**src/sv/sktc_pkg.sv**
```systemverilog
package sktc_pkg;

  localparam int KEY_W   = 32;
  localparam int RANK_W  = 4;
  localparam int STAT_W  = 3;
  localparam int ECNT_W  = 16;
  localparam int OCC_W   = 5;

  typedef enum logic {
    CMD_INSERT = 1'b0,
    CMD_READ   = 1'b1
  } command_t;

  typedef enum logic [STAT_W-1:0] {
    ST_NEW     = 3'd0,
    ST_COUNTED = 3'd1,
    ST_FULL    = 3'd2,
    ST_READ    = 3'd3,
    ST_EMPTY   = 3'd4
  } status_t;

  typedef struct packed {
    logic                     command;
    logic signed [KEY_W-1:0]  key;
    logic [RANK_W-1:0]        rank;
  } req_t;

  typedef struct packed {
    logic [STAT_W-1:0]        status;
    logic signed [KEY_W-1:0]  entry_key;
    logic [ECNT_W-1:0]        entry_count;
    logic [RANK_W-1:0]        position;
    logic [OCC_W-1:0]         occupancy;
  } rsp_t;

  // Per-cycle controls broadcast to every cell of the chain.
  typedef struct packed {
    logic shift_en;
    logic count_en;
  } cell_ctl_t;

endpackage

```
**src/sv/sorted_key_count_table_core.sv**
```systemverilog
// Sorted key counter: holds up to CAPACITY distinct signed keys in ascending
// order in a chain of cells, each key with a saturating occurrence count. An
// insert request either counts a key already held, places a new key at its
// sorted place (larger entries move up one cell), or is dropped when the table
// is full; a read request returns the entry at an ascending rank. Every cell
// compares the broadcast key in parallel and the chain shifts in the same
// cycle, so one request is taken per clock and its response appears in the
// output register on the next cycle. The next request is taken in the cycle
// that response is accepted; while the response is held back, no request is
// taken. After reset the table is empty and ready at once.
module sorted_key_count_table_core import sktc_pkg::*; #(
  parameter int CAPACITY   = 16,
  parameter int COUNT_BITS = 16
) (
  input  logic clk,
  input  logic rst,
  input  logic req_valid,
  output logic req_ready,
  input  req_t req,
  output logic rsp_valid,
  input  logic rsp_ready,
  output rsp_t rsp
);

  localparam int TOT_W = $clog2(CAPACITY + 1);
  localparam logic [COUNT_BITS-1:0] CountMax = '1;

  logic [TOT_W-1:0]        total;
  logic [TOT_W-1:0]        total_next;
  logic signed [KEY_W-1:0] cell_key   [CAPACITY];
  logic [COUNT_BITS-1:0]   cell_count [CAPACITY];
  logic [CAPACITY-1:0]     above;
  logic [CAPACITY-1:0]     eq;
  logic [CAPACITY-1:0]     slot_hot;
  logic [CAPACITY-1:0]     rank_hot;
  cell_ctl_t               ctl;
  logic                    accept;
  logic                    is_insert;
  logic                    match_any;
  logic                    full;
  logic                    rank_ok;
  logic [COUNT_BITS-1:0]   match_count;
  logic [COUNT_BITS-1:0]   bumped_count;
  logic [COUNT_BITS-1:0]   read_count;
  logic signed [KEY_W-1:0] read_key;
  logic [RANK_W-1:0]       match_pos;
  logic [RANK_W-1:0]       slot_pos;
  logic [31:0]             wide_count;
  logic [31:0]             wide_total;
  rsp_t                    rsp_next;

  assign req_ready = !rsp_valid || rsp_ready;
  assign accept    = req_valid && req_ready;
  assign is_insert = (req.command == CMD_INSERT);
  assign match_any = |eq;
  assign full      = (32'(total) >= CAPACITY);
  assign rank_ok   = (32'(req.rank) < 32'(total));

  assign ctl.count_en = accept && is_insert;
  assign ctl.shift_en = accept && is_insert && !match_any && !full;

  for (genvar i = 0; i < CAPACITY; i++) begin : g_cell
    logic signed [KEY_W-1:0] p_key;
    logic [COUNT_BITS-1:0]   p_count;
    logic                    p_above;

    if (i == 0) begin : g_head
      assign p_key   = req.key;
      assign p_count = CountMax;
      assign p_above = 1'b0;
    end else begin : g_body
      assign p_key   = cell_key[i-1];
      assign p_count = cell_count[i-1];
      assign p_above = above[i-1];
    end

    sktc_cell #(.COUNT_BITS(COUNT_BITS)) u_cell (
      .clk        (clk),
      .valid      (32'(i) < 32'(total)),
      .probe      (req.key),
      .prev_key   (p_key),
      .prev_count (p_count),
      .prev_above (p_above),
      .ctl        (ctl),
      .key        (cell_key[i]),
      .count      (cell_count[i]),
      .above      (above[i]),
      .eq         (eq[i])
    );

    assign slot_hot[i] = above[i] && !p_above;
    assign rank_hot[i] = (32'(req.rank) == i);
  end

  // One-hot selections folded by OR over the chain.
  always_comb begin
    match_count = '0;
    match_pos   = '0;
    slot_pos    = '0;
    read_key    = '0;
    read_count  = '0;
    for (int i = 0; i < CAPACITY; i++) begin
      if (eq[i]) begin
        match_count = match_count | cell_count[i];
        match_pos   = match_pos | RANK_W'(i);
      end
      if (slot_hot[i]) begin
        slot_pos = slot_pos | RANK_W'(i);
      end
      if (rank_hot[i]) begin
        read_key   = read_key | cell_key[i];
        read_count = read_count | cell_count[i];
      end
    end
  end

  assign bumped_count = (match_count == CountMax) ? CountMax
                                                  : match_count + COUNT_BITS'(1);

  always_comb begin
    total_next = total;
    wide_count = '0;
    rsp_next   = '0;
    if (is_insert) begin
      if (match_any) begin
        rsp_next.status    = ST_COUNTED;
        rsp_next.entry_key = req.key;
        wide_count         = 32'(bumped_count);
        rsp_next.position  = match_pos;
      end else if (full) begin
        rsp_next.status = ST_FULL;
      end else begin
        rsp_next.status    = ST_NEW;
        rsp_next.entry_key = req.key;
        wide_count         = 32'd1;
        rsp_next.position  = slot_pos;
        total_next         = total + TOT_W'(1);
      end
    end else if (rank_ok) begin
      rsp_next.status    = ST_READ;
      rsp_next.entry_key = read_key;
      wide_count         = 32'(read_count);
      rsp_next.position  = req.rank;
    end else begin
      rsp_next.status   = ST_EMPTY;
      rsp_next.position = req.rank;
    end
    rsp_next.entry_count = wide_count[ECNT_W-1:0];
    wide_total           = 32'(total_next);
    rsp_next.occupancy   = wide_total[OCC_W-1:0];
  end

  always_ff @(posedge clk) begin
    if (rst) begin
      total     <= '0;
      rsp_valid <= 1'b0;
    end else begin
      if (accept) begin
        total     <= total_next;
        rsp_valid <= 1'b1;
      end else if (rsp_ready) begin
        rsp_valid <= 1'b0;
      end
    end
  end

  always_ff @(posedge clk) begin
    if (accept) begin
      rsp <= rsp_next;
    end
  end

`ifndef SYNTHESIS
  a_total_bound: assert property (@(posedge clk) disable iff (rst)
    32'(total) <= CAPACITY)
    else $error("occupancy above capacity");

  a_new_grows: assert property (@(posedge clk) disable iff (rst)
    ctl.shift_en |=> total == $past(total) + TOT_W'(1))
    else $error("new key did not raise occupancy");

  a_slot_found: assert property (@(posedge clk) disable iff (rst)
    ctl.shift_en |-> $onehot(slot_hot))
    else $error("no unique insertion place");

  a_match_unique: assert property (@(posedge clk) disable iff (rst)
    $onehot0(eq))
    else $error("key held in more than one cell");

  a_new_count: assert property (@(posedge clk) disable iff (rst)
    rsp_valid && rsp.status == ST_NEW |-> rsp.entry_count == ECNT_W'(1))
    else $error("new entry without count of one");
`endif

endmodule

```
**src/sv/sktc_cell.sv**
```systemverilog
module sktc_cell import sktc_pkg::*; #(
  parameter int COUNT_BITS = 16
) (
  input  logic                    clk,
  input  logic                    valid,
  input  logic signed [KEY_W-1:0] probe,
  input  logic signed [KEY_W-1:0] prev_key,
  input  logic [COUNT_BITS-1:0]   prev_count,
  input  logic                    prev_above,
  input  cell_ctl_t               ctl,
  output logic signed [KEY_W-1:0] key,
  output logic [COUNT_BITS-1:0]   count,
  output logic                    above,
  output logic                    eq
);

  localparam logic [COUNT_BITS-1:0] CountMax = '1;

  // An empty cell counts as holding a key above every probe.
  assign above = !valid || (key > probe);
  assign eq    = valid && (key == probe);

  always_ff @(posedge clk) begin
    if (ctl.shift_en && above) begin
      if (prev_above) begin
        key   <= prev_key;
        count <= prev_count;
      end else begin
        key   <= probe;
        count <= COUNT_BITS'(1);
      end
    end else if (ctl.count_en && eq && count != CountMax) begin
      count <= count + COUNT_BITS'(1);
    end
  end

endmodule
```
**config.mk**
```make
export PLATFORM = sky130hd
export DESIGN_NAME = sorted_key_count_table_core
export DESIGN_NICKNAME = d
export VERILOG_FILES = /design/src/sv/sktc_pkg.sv /design/src/sv/sorted_key_count_table_core.sv /design/src/sv/sktc_cell.sv
export SDC_FILE = /design/constraint.sdc
export NUM_CORES = 2
export LEC_CHECK = 0
export ABC_CLOCK_PERIOD_IN_PS = 13800
export BUFFER_PORTS_ARGS = -buffer_cell sky130_fd_sc_hd__clkbuf_2
export CAP_MARGIN = 30
export CORE_MARGIN = 1.5
export CORE_UTILIZATION = 45
export CTS_CLUSTER_DIAMETER = 30
export DETAILED_ROUTE_END_ITERATION = 10
export HOLD_SLACK_MARGIN = 0.1
export SLEW_MARGIN = 5
export SYNTH_ARGS = -nofsm -noshare
export SYNTH_HDL_FRONTEND = slang
export SYNTH_SLANG_ARGS = --single-unit
```
**constraint.sdc**
```tcl
create_clock -name clk -period 13.8 [get_ports clk]
set_input_delay 0.69 -clock clk [delete_from_list [all_inputs] [get_ports clk]]
set_output_delay 0.69 -clock clk [all_outputs]
set_load 0.05 [all_outputs]
```
==> results.md <==
- Synth Area in Adders: around 12%
- Initial antenna violation count: 16
- Crit Path Max Fanout: between 40 and 50
- Unique masters post-synth: about 80
- Area delta synth->final: 20.6%
- Fill count: between 10,000 and 15,000
- Vias in the first global route: approximately 48,000
- # port buffers: 102
- Vias: ~52,000
- RSZ-0062 raised after global routing: false
- Initial cell density of the core: 45.2%
- Synth Flop Type: edfxtp_1
- Slowest cell on crit path: buf_4
- Data required time of the critical path: 14,290 ps
- Setup ws final: about 6300 ps
- Pre-CTS WS: between 6000 and 7000 ps
- Complex-gate fraction of the synthesized area: a little over a fifth
- Synth Area in XOR/XNOR: 3.86%
- Clk_skew: between 70 and 80 ps
- Num rows: about 130
- Critical Path End Type: flip-flop
- Grt ovf: 0
- DR pass1 iterations: 8
- TritonCTS Buffers: between 200 and 250
- Cell area power density: roughly 140 mW/mm²
- Fin util: 54.6%
- Die height: approximately 350 µm
- Routability Congestion: 1.04
- Wirelength per Cell: around 36 µm
- Crit path top cell by count: buf_4
- Slew Viols, Final: 0
- Clock Latency Late Sink: roughly 880 ps
- Hold Crit Class: in -> reg
- Gr usage total: approximately 42%
- Final Hold Viols: 0
- Largest net degree at the start of global routing: slightly above 80
- Detail Placement HPWL: between 150,000 and 200,000 µm
- Final period demand of the worst path: approximately 7500 ps
- Largest family of logic cells by synthesized area: compound AO/OA/AOI/OAI gates
- Clock Sink Count: 834
- Multiplexer area fraction after synthesis: under 10%
- Crit path DAT: 7990 ps
- Leakage: 26.1 nW
- Cell area after layout: around 0.066 mm²
- Status: finished, final reports clean
- First-pass GRT wire length: approximately 370,000 µm
- Post-layout instance count excluding filler cells: 7,408
- Layout net count: between 6,000 and 7,000
- Post CTS Setup Buffer Count: 0
- Worst setup SP type: input port
- Seq/Total Area, Yosys: between 40% and 50%
- Warnings, synthesis: 0
- Clock transition at path regs: approximately 40 ps
- IO Count: slightly above 100
- Crit path kind: in -> reg
- Placed insts: 6,950
- Synth Net Count: 5,945
- DP Area: ~0.058 mm²
- Area share of and/or/nand/nor cells after synthesis: 13.5%
- Ys async rst share: 0%
- CTS Buffer Depth: 3
- Max cap viols: 0
- Register cell area after layout: around 0.025 mm²
- Remaining DRCs: 0
- ANT nets after route: 0
- Mapped Cells: approximately 5,400
- Die Wd: 352 µm
- VDD IR max: 0.130 mV
- Cts repair resizes: 0
- Most used cells in the layout excluding fill and tap cells: 812 x edfxtp_1, 653 x nand2_1, 609 x o21ai_0
- Core area: roughly 0.12 mm²
- Crit-path cells: dlygate4sd3_1 -> clkbuf_2 -> inv_1 -> buf_4 -> ha_1 -> nand4_1 -> and4b_1 -> or4_1 -> or4_4 -> or4b_1 -> clkinv_2 -> buf_4 -> and2_4 -> buf_4 -> a31o_2
- Clock H-tree levels: 4
- Via density: 7.00
- Post-synth EDFFs: ~810
- Die area: between 0.1 and 0.15 mm²
- Rel. slew slack: between 20 and 25%
- Root Buffer: clkbuf_16
- Commonest non-fill, non-tap cell in the layout: edfxtp_1
- Final Setup Violations: 0
- Synthesized flop and latch total: between 800 and 900
- DRT iter0 DRCs: between 9,000 and 10,000
- Layout cells sized above 1: about 14%
- Mapped cell area: 0.0550 mm²
- Area of the multi-input gates: about 0.029 mm²
- CTS tree: done
- Drt total wl: 269,000 µm
- Fin Setup TNS: 0 ps
- Max frequency: around 130 MHz
- Slew @ Worst Pin: around 1100 ps
- Slowest stage delay, CP: between 700 and 800 ps
- Mean Syn Cell Area: just over 10 µm²
- Tcrit/Tclk final: 54.3%
==> cells by family (layout without fill, tap and decap cells) <==
group           after synthesis  in the layout
compound gates             1720           1720
simple gates               1535           1535
flops                       834            834
fa+ha+maj                   533            533
buf+inv                     451            855
xor+xnor                    242            242
mux                          56             56
other cells                   0              8
==> final timing paths <==
check	start	endpoint	slack, ps	cells after the start
worst max-delay path	req[21]	g_cell[7].u_cell.count[4]	6310	15
worst min register to register	rsp_valid	rsp_valid	550	2
worst min-delay path	req[20]	g_cell[0].u_cell.key[16]	130	1
worst max register to register	total[4]	g_cell[7].u_cell.count[4]	6730	12
==> synth_stat cells (32+ instances only) <==
master,number,area [µm²]
nor2_1,150,563
nand4_1,185,1160
inv_1,108,405
edfxtp_1,812,24400
mux2_2,43,484
ha_1,533,6670
xor2_1,97,850
a221oi_1,205,1800
clkbuf_1,267,1000
o21ai_1,61,305
a21oi_1,204,1020
o211ai_1,32,240
and3_1,86,538
nand2_1,653,2450
xnor2_1,145,1270
o21ai_0,609,3050
a22oi_1,94,706
a21o_1,50,375
a22o_1,311,2720
nand3_1,268,1340
==> layout make-up <==
type,count,area share (%)
multi-input combinational,4086,43.2
clock inverter,176,3.62
sequential,834,37.4
tap,1625,3.07
antenna,8,0.0302
clock buffer,235,8.30
timing repair buffer,332,3.72
inverter,112,0.638
==> critical path, delay by kind of cell <==
family	cells	cell delay [ps]
AO/OA/AOI/OAI	1	490
adder cells (fa/ha/maj)	1	300
buffers and inverters	7	3080
AND/OR/NAND/NOR	6	3310
==> power by group <==
group	switching [mW]	internal [mW]	total (mW)
clock network	1.77	3.70	5.47
logic	0.644	0.299	0.943
registers	0.191	2.94	3.13
total	2.61	6.93	9.54
==> sequential cells by signal (all words and copies together), names as in the netlist <==
| register | count |
|---|---|
| rsp_valid | 1 |
| g_cell.u_cell.key | 512 |
| g_cell.u_cell.count | 256 |
| total | 5 |
| rsp | 60 |
==> repair_timing <==
action	CTS	global route
endpoints found under the hold margin	31	0
hold buffers	31	0
endpoints found under the setup margin	0	0
==> metal layers <==
layer | GRT usage (%) | routed length, µm | part of all wire [%] | up-vias
met5 | 0 | 135 | 0.050 | -
met4 | 23.1 | 17500 | 6.5 | 14
met3 | 16.1 | 39700 | 15 | 1025
met2 | 58.6 | 108000 | 40 | 4214
met1 | 56.5 | 104000 | 39 | 25138
li1 | - | - | - | 21459
==> per-stage QoR <==
| step | total power, mW | hold slack, ps |
|---|---|---|
| after floorplan | 3.61 | 486 |
| after global routing | 9.72 | 129 |
| final | 9.54 | 131 |
| after detailed placement | 4.05 | 536 |
| after CTS | 9.49 | 102 |
| after global placement | 4.03 | 529 |
No activity file was read; power rests on OpenSTA's default activity.
